--- config.mk ---
export PLATFORM = sky130hd
export DESIGN_NAME = sender_policy_term_parser_unit
export DESIGN_NICKNAME = d
export VERILOG_FILES = /design/src/design/spf_pkg.sv /design/src/design/sender_policy_term_parser_unit.sv
export SDC_FILE = /design/constraint.sdc
export NUM_CORES = 1
export LEC_CHECK = 0
export ABC_AREA = 1
export BUFFER_PORTS_ARGS = -buffer_cell sky130_fd_sc_hd__buf_2
export CAP_MARGIN = 30
export CORE_ASPECT_RATIO = 2
export CORE_UTILIZATION = 55
export CTS_BUF_LIST = sky130_fd_sc_hd__clkbuf_4 sky130_fd_sc_hd__clkbuf_8
export DETAILED_ROUTE_END_ITERATION = 6
export GPL_TIMING_DRIVEN = 1
export PLACE_DENSITY = 0.81
export SYNTH_ARGS = -nofsm -noshare
export SYNTH_HDL_FRONTEND = slang
export SYNTH_SLANG_ARGS = --single-unit
--- constraint.sdc ---
create_clock -name clock -period 11.3 [get_ports clock]
set_clock_uncertainty 0.1 [all_clocks]
set_input_delay 2.26 -clock clock [delete_from_list [all_inputs] [get_ports clock]]
set_output_delay 2.26 -clock clock [all_outputs]
set_load 0.01 [all_outputs]
--- src/design/spf_pkg.sv ---
// Shared types, character codes and byte classifiers for the sender-policy term parser.
package spf_pkg;

   // Character codes
   localparam logic [7:0] CH_PLUS     = 8'h2B;
   localparam logic [7:0] CH_MINUS    = 8'h2D;
   localparam logic [7:0] CH_QUESTION = 8'h3F;
   localparam logic [7:0] CH_TILDE    = 8'h7E;
   localparam logic [7:0] CH_COLON    = 8'h3A;
   localparam logic [7:0] CH_SLASH    = 8'h2F;
   localparam logic [7:0] CH_EQUAL    = 8'h3D;
   localparam logic [7:0] CH_SPACE    = 8'h20;
   localparam logic [7:0] CH_UNDER    = 8'h5F;
   localparam logic [7:0] CH_DOT      = 8'h2E;

   // Result kinds
   localparam logic [1:0] KIND_DIRECTIVE = 2'd0;
   localparam logic [1:0] KIND_MODIFIER  = 2'd1;
   localparam logic [1:0] KIND_ERROR     = 2'd2;

   // Prefix codes
   localparam logic [1:0] PFX_PLUS     = 2'd0;
   localparam logic [1:0] PFX_MINUS    = 2'd1;
   localparam logic [1:0] PFX_QUESTION = 2'd2;
   localparam logic [1:0] PFX_TILDE    = 2'd3;

   // Offsets as they appear on the result channel
   localparam int OUT_OFF_W = 11;

   // Scanner phase, one-hot
   typedef enum logic [6:0] {
      PH_SKIP  = 7'b0000001,
      PH_NAME1 = 7'b0000010,
      PH_NAME  = 7'b0000100,
      PH_VALUE = 7'b0001000,
      PH_SLASH = 7'b0010000,
      PH_DIGIT = 7'b0100000,
      PH_ERR   = 7'b1000000
   } phase_type;

   typedef struct packed {
      logic pfx;
      logic modifier;
      logic val;
      logic cidr;
   } term_flags_type;

   typedef struct packed {
      logic [7:0] char_in;
      logic       last_byte;
   } req_type;

   typedef struct packed {
      logic [1:0]           kind;
      logic [1:0]           prefix_code;
      logic [OUT_OFF_W-1:0] name_start;
      logic [OUT_OFF_W-1:0] name_stop;
      logic                 has_value;
      logic [OUT_OFF_W-1:0] value_start;
      logic [OUT_OFF_W-1:0] value_stop;
      logic                 has_cidr;
      logic [OUT_OFF_W-1:0] cidr_start;
      logic [OUT_OFF_W-1:0] cidr_stop;
      logic [OUT_OFF_W-1:0] next_offset;
      logic                 record_done;
   } rsp_type;

   function automatic logic is_alpha(input logic [7:0] c);
      logic [7:0] l;
      l = c | 8'h20;
      return (l >= 8'h61) && (l <= 8'h7A);
   endfunction

   function automatic logic is_digit(input logic [7:0] c);
      return (c >= 8'h30) && (c <= 8'h39);
   endfunction

   function automatic logic is_namechar(input logic [7:0] c);
      return is_alpha(c) || is_digit(c) || (c == CH_MINUS) || (c == CH_UNDER)
             || (c == CH_DOT);
   endfunction

   function automatic logic is_prefix(input logic [7:0] c);
      return (c == CH_PLUS) || (c == CH_MINUS) || (c == CH_QUESTION) || (c == CH_TILDE);
   endfunction

   function automatic logic [1:0] prefix_of(input logic [7:0] c);
      logic [1:0] code;
      case (c)
         CH_MINUS:    code = PFX_MINUS;
         CH_QUESTION: code = PFX_QUESTION;
         CH_TILDE:    code = PFX_TILDE;
         default:     code = PFX_PLUS;
      endcase
      return code;
   endfunction

   // Error result: everything zero except kind and record_done
   function automatic rsp_type error_rsp();
      rsp_type r;
      r             = '0;
      r.kind        = KIND_ERROR;
      r.record_done = 1'b1;
      return r;
   endfunction

endpackage

--- src/design/sender_policy_term_parser_unit.sv ---
// Sender-policy term parser: byte scanner and result queue.
//
// Usage:
//   req_* carries one record byte per transfer (char_in, last_byte marks the
//   record end). rsp_* delivers one parsed term per transfer: kind, prefix,
//   and the name/value/CIDR offsets within the record, with record_done on
//   the last result of each record. A syntax error gives one error result
//   and the rest of the record is dropped up to its last byte.
//   Throughput: one byte per cycle while req_ready is high; the scanner state
//   updates in the cycle of the byte transfer, so bytes may follow back to back.
//   A term's result is written into the result queue at the edge that takes
//   the byte closing it (the next term's first byte or the last byte) and
//   reaches rsp_* from the following cycle, behind any results still queued.
//   A byte yields at most two results. They go into a four-entry queue;
//   req_ready is high while at least two queue slots are free, so a stalled
//   receiver stops the input after at most four undelivered results.
//   Reset clears the scanner to the start of a record and empties the queue.
//   Offsets beyond RECORD_MAX bytes are not counted; a byte past that limit
//   gives an error.
module sender_policy_term_parser_unit #(
   parameter int RECORD_MAX = 1024
) (
   input  logic              clock,
   input  logic              reset,
   input  logic              req_valid,
   output logic              req_ready,
   input  spf_pkg::req_type  req_data,
   output logic              rsp_valid,
   input  logic              rsp_ready,
   output spf_pkg::rsp_type  rsp_data
);
   import spf_pkg::*;

   localparam int OFF_W = $clog2(RECORD_MAX + 1);

   // Scanner state
   phase_type              phase_ff, phase_in;
   logic [OFF_W-1:0]       off_ff, off_in;
   logic [1:0]             prefix_ff, prefix_in;
   logic [OUT_OFF_W-1:0]   name_start_ff, name_start_in;
   logic [OUT_OFF_W-1:0]   name_stop_ff, name_stop_in;
   logic [OUT_OFF_W-1:0]   value_start_ff, value_start_in;
   logic [OUT_OFF_W-1:0]   cidr_start_ff, cidr_start_in;
   logic [OUT_OFF_W-1:0]   term_end_ff, term_end_in;
   term_flags_type         flags_ff, flags_in;
   logic                   pend_ff, pend_in;

   // Result queue
   rsp_type                queue_ff [4];
   logic [1:0]             wr_ptr_ff, wr_ptr_in;
   logic [1:0]             rd_ptr_ff, rd_ptr_in;
   logic [2:0]             cnt_ff, cnt_in;

   logic                   accept;
   logic                   pop;
   rsp_type                res [2];
   logic [1:0]             nres;

   // Builds a term result from the held term fields
   function automatic rsp_type make_term(
      input term_flags_type       fl,
      input logic [1:0]           pfx,
      input logic [OUT_OFF_W-1:0] nstart,
      input logic [OUT_OFF_W-1:0] nstop,
      input logic [OUT_OFF_W-1:0] vstart,
      input logic [OUT_OFF_W-1:0] cstart,
      input logic [OUT_OFF_W-1:0] tend,
      input logic [OUT_OFF_W-1:0] next,
      input logic                 done
   );
      rsp_type r;
      r.kind        = fl.modifier ? KIND_MODIFIER : KIND_DIRECTIVE;
      r.prefix_code = fl.modifier ? PFX_PLUS : pfx;
      r.name_start  = nstart;
      r.name_stop   = nstop;
      r.has_value   = fl.val;
      r.value_start = fl.val ? vstart : '0;
      r.value_stop  = fl.val ? tend : '0;
      r.has_cidr    = fl.cidr;
      r.cidr_start  = fl.cidr ? cstart : '0;
      r.cidr_stop   = fl.cidr ? tend : '0;
      r.next_offset = next;
      r.record_done = done;
      return r;
   endfunction

   assign req_ready = (cnt_ff <= 3'd2);
   assign accept    = req_valid && req_ready;
   assign rsp_valid = (cnt_ff != 3'd0);
   assign rsp_data  = queue_ff[rd_ptr_ff];
   assign pop       = rsp_valid && rsp_ready;

   // Per-byte scan: classify the byte, update term state, form results
   always_comb begin
      logic [7:0]           c;
      logic [OUT_OFF_W-1:0] p11;
      logic [OUT_OFF_W-1:0] rec_end;

      c              = req_data.char_in;
      p11            = OUT_OFF_W'(off_ff);
      phase_in       = phase_ff;
      off_in         = off_ff;
      prefix_in      = prefix_ff;
      name_start_in  = name_start_ff;
      name_stop_in   = name_stop_ff;
      value_start_in = value_start_ff;
      cidr_start_in  = cidr_start_ff;
      term_end_in    = term_end_ff;
      flags_in       = flags_ff;
      pend_in        = pend_ff;
      res[0]         = '0;
      res[1]         = '0;
      nres           = 2'd0;

      if (phase_ff != PH_ERR) begin
         if (off_ff >= OFF_W'(RECORD_MAX)) begin
            // record too long: any held term is dropped
            res[0]   = error_rsp();
            nres     = 2'd1;
            phase_in = PH_ERR;
            pend_in  = 1'b0;
         end else begin
            case (phase_ff)
               PH_SKIP: begin
                  if (c != CH_SPACE) begin
                     // new term starts: flush the held one first
                     if (pend_ff) begin
                        res[0] = make_term(flags_ff, prefix_ff, name_start_ff, name_stop_ff,
                                           value_start_ff, cidr_start_ff, term_end_ff,
                                           p11, 1'b0);
                        nres    = 2'd1;
                        pend_in = 1'b0;
                     end
                     flags_in       = '0;
                     prefix_in      = PFX_PLUS;
                     name_stop_in   = '0;
                     value_start_in = '0;
                     cidr_start_in  = '0;
                     term_end_in    = '0;
                     if (is_prefix(c)) begin
                        prefix_in     = prefix_of(c);
                        flags_in.pfx  = 1'b1;
                        name_start_in = p11 + 11'd1;
                        phase_in      = PH_NAME1;
                     end else if (is_alpha(c)) begin
                        name_start_in = p11;
                        phase_in      = PH_NAME;
                     end else begin
                        res[nres[0]] = error_rsp();
                        nres         = nres + 2'd1;
                        phase_in     = PH_ERR;
                        pend_in      = 1'b0;
                     end
                  end
               end
               PH_NAME1: begin
                  if (is_alpha(c)) begin
                     phase_in = PH_NAME;
                  end else begin
                     res[0]   = error_rsp();
                     nres     = 2'd1;
                     phase_in = PH_ERR;
                     pend_in  = 1'b0;
                  end
               end
               PH_NAME: begin
                  if (!is_namechar(c)) begin
                     name_stop_in = p11;
                     if (c == CH_SPACE) begin
                        term_end_in = p11;
                        pend_in     = 1'b1;
                        phase_in    = PH_SKIP;
                     end else if ((c == CH_COLON) || ((c == CH_EQUAL) && !flags_ff.pfx)) begin
                        flags_in.val      = 1'b1;
                        flags_in.modifier = (c == CH_EQUAL);
                        value_start_in    = p11 + 11'd1;
                        phase_in          = PH_VALUE;
                     end else if (c == CH_SLASH) begin
                        flags_in.cidr = 1'b1;
                        cidr_start_in = p11;
                        phase_in      = PH_SLASH;
                     end else begin
                        res[0]   = error_rsp();
                        nres     = 2'd1;
                        phase_in = PH_ERR;
                        pend_in  = 1'b0;
                     end
                  end
               end
               PH_VALUE: begin
                  if (c == CH_SPACE) begin
                     term_end_in = p11;
                     pend_in     = 1'b1;
                     phase_in    = PH_SKIP;
                  end
               end
               PH_SLASH: begin
                  if (is_digit(c)) begin
                     phase_in = PH_DIGIT;
                  end else begin
                     res[0]   = error_rsp();
                     nres     = 2'd1;
                     phase_in = PH_ERR;
                     pend_in  = 1'b0;
                  end
               end
               PH_DIGIT: begin
                  if (!is_digit(c)) begin
                     if (c == CH_SLASH) begin
                        phase_in = PH_SLASH;
                     end else if (c == CH_SPACE) begin
                        term_end_in = p11;
                        pend_in     = 1'b1;
                        phase_in    = PH_SKIP;
                     end else begin
                        res[0]   = error_rsp();
                        nres     = 2'd1;
                        phase_in = PH_ERR;
                        pend_in  = 1'b0;
                     end
                  end
               end
               default: begin
               end
            endcase
         end
      end

      // offset saturates at the record limit
      if (off_ff < OFF_W'(RECORD_MAX)) begin
         off_in = off_ff + OFF_W'(1);
      end
      rec_end = OUT_OFF_W'(off_in);

      // record end: close whatever is open, then restart
      if (req_data.last_byte) begin
         case (phase_in)
            PH_SKIP: begin
               if (pend_in) begin
                  res[nres[0]] = make_term(flags_in, prefix_in, name_start_in, name_stop_in,
                                           value_start_in, cidr_start_in, term_end_in,
                                           rec_end, 1'b1);
               end else begin
                  res[nres[0]] = error_rsp();
               end
               nres = nres + 2'd1;
            end
            PH_NAME: begin
               res[nres[0]] = make_term(flags_in, prefix_in, name_start_in, rec_end,
                                        value_start_in, cidr_start_in, rec_end,
                                        rec_end, 1'b1);
               nres = nres + 2'd1;
            end
            PH_VALUE, PH_DIGIT: begin
               res[nres[0]] = make_term(flags_in, prefix_in, name_start_in, name_stop_in,
                                        value_start_in, cidr_start_in, rec_end,
                                        rec_end, 1'b1);
               nres = nres + 2'd1;
            end
            PH_NAME1, PH_SLASH: begin
               res[nres[0]] = error_rsp();
               nres = nres + 2'd1;
            end
            default: begin
            end
         endcase
         phase_in       = PH_SKIP;
         off_in         = '0;
         prefix_in      = PFX_PLUS;
         name_start_in  = '0;
         name_stop_in   = '0;
         value_start_in = '0;
         cidr_start_in  = '0;
         term_end_in    = '0;
         flags_in       = '0;
         pend_in        = 1'b0;
      end
   end

   // Queue pointers and fill count
   always_comb begin
      logic [1:0] push;
      push      = accept ? nres : 2'd0;
      wr_ptr_in = wr_ptr_ff + push;
      rd_ptr_in = rd_ptr_ff + {1'b0, pop};
      cnt_in    = cnt_ff + {1'b0, push} - {2'b00, pop};
   end

   // Control and scanner state
   always_ff @(posedge clock) begin
      if (reset) begin
         phase_ff       <= PH_SKIP;
         off_ff         <= '0;
         prefix_ff      <= PFX_PLUS;
         name_start_ff  <= '0;
         name_stop_ff   <= '0;
         value_start_ff <= '0;
         cidr_start_ff  <= '0;
         term_end_ff    <= '0;
         flags_ff       <= '0;
         pend_ff        <= 1'b0;
         wr_ptr_ff      <= '0;
         rd_ptr_ff      <= '0;
         cnt_ff         <= '0;
      end else begin
         if (accept) begin
            phase_ff       <= phase_in;
            off_ff         <= off_in;
            prefix_ff      <= prefix_in;
            name_start_ff  <= name_start_in;
            name_stop_ff   <= name_stop_in;
            value_start_ff <= value_start_in;
            cidr_start_ff  <= cidr_start_in;
            term_end_ff    <= term_end_in;
            flags_ff       <= flags_in;
            pend_ff        <= pend_in;
         end
         wr_ptr_ff <= wr_ptr_in;
         rd_ptr_ff <= rd_ptr_in;
         cnt_ff    <= cnt_in;
      end
   end

   // Queue payload, no reset
   always_ff @(posedge clock) begin
      if (accept && (nres != 2'd0)) begin
         queue_ff[wr_ptr_ff] <= res[0];
      end
      if (accept && (nres == 2'd2)) begin
         queue_ff[wr_ptr_ff + 2'd1] <= res[1];
      end
   end

   // Checks
   a_queue_bound: assert property (@(posedge clock) disable iff (reset)
      cnt_ff <= 3'd4)
      else $error("result queue overflow");

   a_offset_bound: assert property (@(posedge clock) disable iff (reset)
      off_ff <= OFF_W'(RECORD_MAX))
      else $error("byte offset past record limit");

   a_error_ends_record: assert property (@(posedge clock) disable iff (reset)
      rsp_valid && (rsp_data.kind == KIND_ERROR) |-> rsp_data.record_done)
      else $error("error result without record_done");

   a_restart_after_last: assert property (@(posedge clock) disable iff (reset)
      accept && req_data.last_byte |=> (phase_ff == PH_SKIP) && (off_ff == '0) && !pend_ff)
      else $error("scanner not restarted after record end");

endmodule

==> summary.txt, run 1 <==
Drt
  • 1st-iter DRT viols: 2764
  • Final antenna-violating net count: 0
  • 1st-pass router iterations: 7
  • Total Wirelength: 80200 µm
  • DRC: 25
  • Avg WL per Cell: 22.1 µm
  • Vias per cell: 6.09
  • Via count: 22200

Timing
  • Peak Freq: 140 MHz
  • Fin Setup TNS: 0 ns
  • Tcrit/Tclk final: 0.631
  • Worst-margin pin slew: 1.10 ns
  • Final Hold Slack: 0.365 ns
  • Relative slew slack: 0.267
  • Fin crit period: 7.13 ns
  • Unrepaired setup endpoints after global routing: false
  • Max Slew Vio Count: 0
  • Final hold viol count: 0
  • Final setup viols: 0

Floorplanning
  • Width of the die: 150 µm
  • Vert. Die Dim: 297 µm
  • Row count: 107
  • Core area: 42700 µm²
  • Die area: 44400 µm²
  • Boundary pin count: 99
  • Initial Util: 0.560

Finish
  • Post-layout util: 0.605
  • Layout cell share with drive strength beyond 1: 0.105
  • Fin cells: 3635
  • Fin nets: 3063
  • Area growth from synthesis to layout: 7.89%

Critical path
  • Crit end category: flop
  • Worst endpoint required time: 11.48 ns
  • Crit path launch type: input pin
  • Crit path DAT: 7.31 ns
  • Crit-path max FO: 56
  • Most used cell, CP: nand2_1
  • Chain of cells forming the critical path: buf_2, inv_2, nand2_1, nor2_1, nand2_1, nand2_1, nand2_1, nand2_2, nand2_1, nand2_1, nand2_1, nand2_1, nand2_1, nor2_1, nand2_1, nand2_1, nor2_2, nand2_4, nand3_4, a21oi_2, nand4_1, buf_4, nand2_4, buf_4
  • Largest stage delay, worst path: 0.75 ns
  • Setup CP Type: in -> reg
  • Slowest library cell on the worst path: nand2_4

Placement
  • Port Buffer Count: 98
  • DP HPWL: 52800 µm
  • Gpl congestion: 1.05
  • Placed cells: 3522

Clock network
  • Post-CTS setup buffers: 0
  • Clock Path Buffers: 3
  • Max H-tree Level: 2
  • Skew-Pair Late Insertion Delay: 0.65 ns
  • Inserted Clock Buffers: 58
  • Clock sink count: 423
  • Register clock-pin slew on the reported worst setup and hold paths: 0.07 ns
  • CTS resizes: 0
  • Clk root buf: clkbuf_8
  • CTS tree: built
  • # hold bufs at CTS: 0

Status
  • Status: finished, violations left
  • Failing checks: design-rule violations

Min path
  • Hold Crit Class: reg -> reg

Synthesis
  • #FFs+latches synth: 423
  • Synth Warn #: 0
  • Syn avg cell area: 7.82 µm²
  • Distinct cells, synth: 49
  • Synthesized area: 23900 µm²
  • Post-Synthesis Cells: 3061
  • Syn nets: 3085
  • Sequential share of the synthesized area: 0.494

Pwr
  • Leakage: 10.7 nW
  • Pwr dens: 239 nW/µm²
  • Maximum vdd drop: 0.160 mV
  • Total Power: 6.18 mW

GRT
  • Vias in the first global route: 21600
  • First-pass GRT wire length: 121000 µm
  • Total GRT Usage: 0.361
  • Global route total overflow: 0
  • Largest net degree at the start of global routing: 98
  • Initial antenna violation count: 2

Run
  • Max Cap Viol: 0
## worst max-delay path: cells and delay by family
kind / cells / cell delay, ns
AND/OR/NAND/NOR: 19 / 3.56
AO/OA/AOI/OAI: 1 / 0.27
buffers and inverters: 4 / 1.14
## report_power, final
part	switching (mW)	leakage (nW)	internal, mW
Combinational	2.00	6.12	0.659
Clock	0.618	0.699	0.768
Sequential	0.109	3.84	2.03
Total	2.72	10.7	3.45
## registers in the layout (all words and copies together), names as in the netlist
register        cells
off_ff             11
cnt_ff              3
phase_ff            7
flags_ff            4
cidr_start_ff      11
term_end_ff        11
wr_ptr_ff           2
name_start_ff      11
queue_ff          336
pend_ff             1
name_stop_ff       11
rd_ptr_ff           2
value_start_ff     11
prefix_ff           2
## cells in the final DEF, fill, tap and decap left out, drive strengths merged, types with 19 or more instances in the layout
master and n:
a21oi 230, dfxtp 87, nor2 350, o21ai 290, a21boi 19, clkbuf 65, nand4 28, o22ai 124
buf 132, nand2 831, edfxtp 336, inv 285, clkinv 39, nand3 164
## worst paths after layout
path,slack (ns),start,cells after the start,end
setup / recovery,4.17,req_data[8],24,queue_ff[1][75]$_DFFE_PP_
hold / removal,0.37,value_start_ff[6]$_SDFFE_PP0P_,2,value_start_ff[6]$_SDFFE_PP0P_
setup reg to reg,5.54,phase_ff[0]$_SDFFE_PP1P_,21,queue_ff[1][75]$_DFFE_PP_
hold reg to reg,0.37,value_start_ff[6]$_SDFFE_PP0P_,2,value_start_ff[6]$_SDFFE_PP0P_
## per-layer routing
metal,track usage,part of all wire,vias to the layer above
li1,-,-,10200
met1,0.395,0.33,10300
met2,0.608,0.49,1323
met3,0.0525,0.084,324
met4,0.301,0.089,0
met5,0,0,-
## area by class of cell
class | count | area [µm²]
Timing Repair Buffer | 132 | 786
Clock inverter | 45 | 514
Clock buffer | 65 | 857
Sequential cell | 423 | 11800
Multi-Input combinational cell | 2132 | 10000
Inverter | 292 | 1100
Tap cell | 545 | 682
Antenna cell | 1 | 2.50
Fill cell | 3703 | 16900
## cell families after synthesis
group,Yosys count,share of synthesized area
DFF,423,0.494
adders and majority gates,11,0.00606
and+or+nand+nor,1393,0.241
AOI/OAI and AO/OA,715,0.165
buffers and inverters,506,0.0888
xor gates and xnor gates,13,0.00476
## metrics by stage
stage               area, µm²  worst slack (ns)
finish                  25800              4.17
global route            25800              3.75
CTS                     25800              4.25
detailed placement      24400              3.60
global placement        24400              3.72
floorplan               23900              4.30
## synth_stat cells (all sizes together)
library cell    n  area, µm²
o2111ai        12        105
nand4          28        194
nand3         164        873
a21oi         230       1160
nor4            3       18.8
o21a           12       90.1
a31oi           2       12.5
o21ai         290       1450
buf            75        503
xor2           10       87.6
a21boi         19        154
nor3            6       35.0
a211oi          1       7.51
nor2          350       1420
dfxtp          87       1740
fa              1       20.0
or2            10       62.6
o211ai          2       15.0
inv           286       1080
nand3b          1       7.51
o2bb2ai         4       35.0
ha             10        125
a2bb2oi         3       26.3
o21bai          1       7.51
clkinv          6       23.8
clkbuf        139        522
edfxtp        336      10100
xnor2           3       26.3
a22oi          15        113
nand2         831       3150
o22ai         124        776
(Power assumes the default switching activity.)
==> run 2, diff against run 1 <==
Clock period 11.3 ns to 6.71 ns, I/O delays scaled along.
==> run 2 against run 1 <==
- the flow now finishes without violations
- final cell count grew 0.52%
- utilization grew 0.45 points
- clock-buffer cell count grew 1
- register-to-register slack lost 4.0 ns
- routed wire length grew 1.4%
- power grew 69%
- first-iteration DRC count shrank 9.5%
- combinational power grew 71%
- die area is the same
- via count grew 1.3%
- largest cell class unchanged
- largest power group unchanged
==> summary.txt, run 2 (synthesized netlist as in run 1, its figures left out) <==
GRT
  • Total GRT Usage: 0.366
  • Largest net degree at the start of global routing: 86
  • First-pass GRT wire length: 123000 µm
  • Global route total overflow: 0
  • Initial antenna violation count: 2
  • Vias in the first global route: 22100

Clock network
  • Clk root buf: clkbuf_8
  • CTS resizes: 0
  • Clock sink count: 423
  • Skew-Pair Late Insertion Delay: 0.66 ns
  • Post-CTS setup buffers: 0
  • Max H-tree Level: 2
  • Clock Path Buffers: 3
  • Register clock-pin slew on the reported worst setup and hold paths: 0.07 ns
  • # hold bufs at CTS: 0
  • CTS tree: built
  • Inserted Clock Buffers: 58

Timing
  • Tcrit/Tclk final: 0.784
  • Fin Setup TNS: 0 ns
  • Relative slew slack: 0.340
  • Final hold viol count: 0
  • Final setup viols: 0
  • Max Slew Vio Count: 0
  • Fin crit period: 5.26 ns
  • Unrepaired setup endpoints after global routing: false
  • Final worst slack: 1.45 ns
  • Worst-margin pin slew: 0.987 ns
  • Peak Freq: 190 MHz
  • Final Hold Slack: 0.360 ns

Drt
  • DRC: 0
  • 1st-pass router iterations: 7
  • Vias per cell: 6.14
  • Via count: 22400
  • Avg WL per Cell: 22.3 µm
  • 1st-iter DRT viols: 2501
  • Final antenna-violating net count: 0
  • Total Wirelength: 81300 µm

Finish
  • Commonest non-fill, non-tap cell in the layout: nand2_1
  • Sequential cell area: 11800 µm²
  • Layout fillers: 3651
  • Commonest cells after routing, fill and taps aside: nand2_1 (816), edfxtp_1 (336), nor2_1 (317)
  • Area growth from synthesis to layout: 8.69%
  • Fin nets: 3081
  • Layout cell share with drive strength beyond 1: 0.112
  • Max reg flops: 336
  • Area of the multi-input gates: 10000 µm²
  • Largest Register: queue_ff

Critical path
  • Crit path launch type: input pin
  • Setup CP Type: in -> reg
  • R2r setup slk: 1.59 ns
  • Worst endpoint required time: 7.11 ns
  • Crit end category: flop
  • Crit path DAT: 5.66 ns
  • Crit-path max FO: 22

Placement
  • Dpl ws: 0.909 ns
  • DP HPWL: 55100 µm
  • Gpl congestion: 1.08
  • Port Buffer Count: 98

Floorplanning
  • Initial Util: 0.560
  • Die area: 44400 µm²
  • Core area: 42700 µm²
  • Boundary pin count: 99
  • Vert. Die Dim: 297 µm
  • Row count: 107
  • Width of the die: 150 µm

Pwr
  • Leakage: 10.7 nW
  • Maximum vdd drop: 0.332 mV
  • Pwr dens: 400 nW/µm²

Run
  • Max Cap Viol: 0

Status
  • Status: finished clean

Min path
  • Hold Crit Class: reg -> reg
## run 2: worst paths after layout
path	startpoint	cells past startpoint	endpoint
worst min-delay path	cidr_start_ff[10]$_SDFFE_PP0P_	2	cidr_start_ff[10]$_SDFFE_PP0P_
worst max register to register	phase_ff[5]$_SDFFE_PP0P_	14	queue_ff[0][82]$_DFFE_PP_
worst min register to register	cidr_start_ff[10]$_SDFFE_PP0P_	2	cidr_start_ff[10]$_SDFFE_PP0P_
worst max-delay path	req_data[5]	28	cnt_ff[2]$_SDFF_PP0_
## run 2: cell type report
cell class / count / share of cell area
Multi-Input combinational cell: 2132 / 0.386
Clock buffer: 66 / 0.0332
Clock inverter: 44 / 0.0178
Timing Repair Buffer: 150 / 0.0392
Sequential cell: 423 / 0.455
Tap cell: 545 / 0.0262
Inverter: 292 / 0.0424
Antenna cell: 2 / 0.000192
## run 2: where the power goes
part / total, mW / internal, mW / switching, mW
combinational: 4.56 / 1.18 / 3.38
clock: 2.28 / 1.22 / 1.06
sequential: 3.57 / 3.41 / 0.166
total: 10.4 / 5.81 / 4.61
## run 2: per-stage QoR
| step | utilization | std cells | power (mW) | cell area (µm²) |
|---|---|---|---|---|
| 2_1_floorplan | - | 3061 | 6.50 | 23900 |
| 3_3_place_gp | 0.578 | 3540 | 7.96 | 24700 |
| 3_5_place_dp | 0.578 | 3540 | 8.07 | 24700 |
| 4_1_cts | 0.609 | 3650 | 10.3 | 26000 |
| 5_1_grt | 0.609 | 3653 | 10.9 | 26000 |
| 6_report | 0.609 | 3654 | 10.4 | 26000 |
## run 2: metal layers
| metal | part of all wire | track usage | vias up |
|---|---|---|---|
| li1 | - | - | 10300 |
| met1 | 0.33 | 0.391 | 10400 |
| met2 | 0.48 | 0.604 | 1367 |
| met3 | 0.090 | 0.0707 | 393 |
| met4 | 0.097 | 0.331 | 0 |
| met5 | 0 | 0 | - |
## run 2: critical path, cell delays in order
cell and delay (ns):
buf_2 0.12, inv_2 0.07, nand2_1 0.06, nor2_1 0.23
nand2_1 0.47, nand2_1 0.33, nor2_1 0.11, nand2_1 0.08
nand3_1 0.07, nor2_1 0.13, nand3_2 0.15, nor2_4 0.18
nand2_2 0.11, nand2_1 0.10, nor2_2 0.06, nand2_4 0.24
nand3_4 0.23, nand2_2 0.21, nor2_1 0.08, inv_1 0.09
ha_1 0.23, inv_1 0.07, ha_1 0.15, inv_1 0.06
fa_1 0.44, xor2_1 0.18, inv_1 0.06, nor2_1 0.03
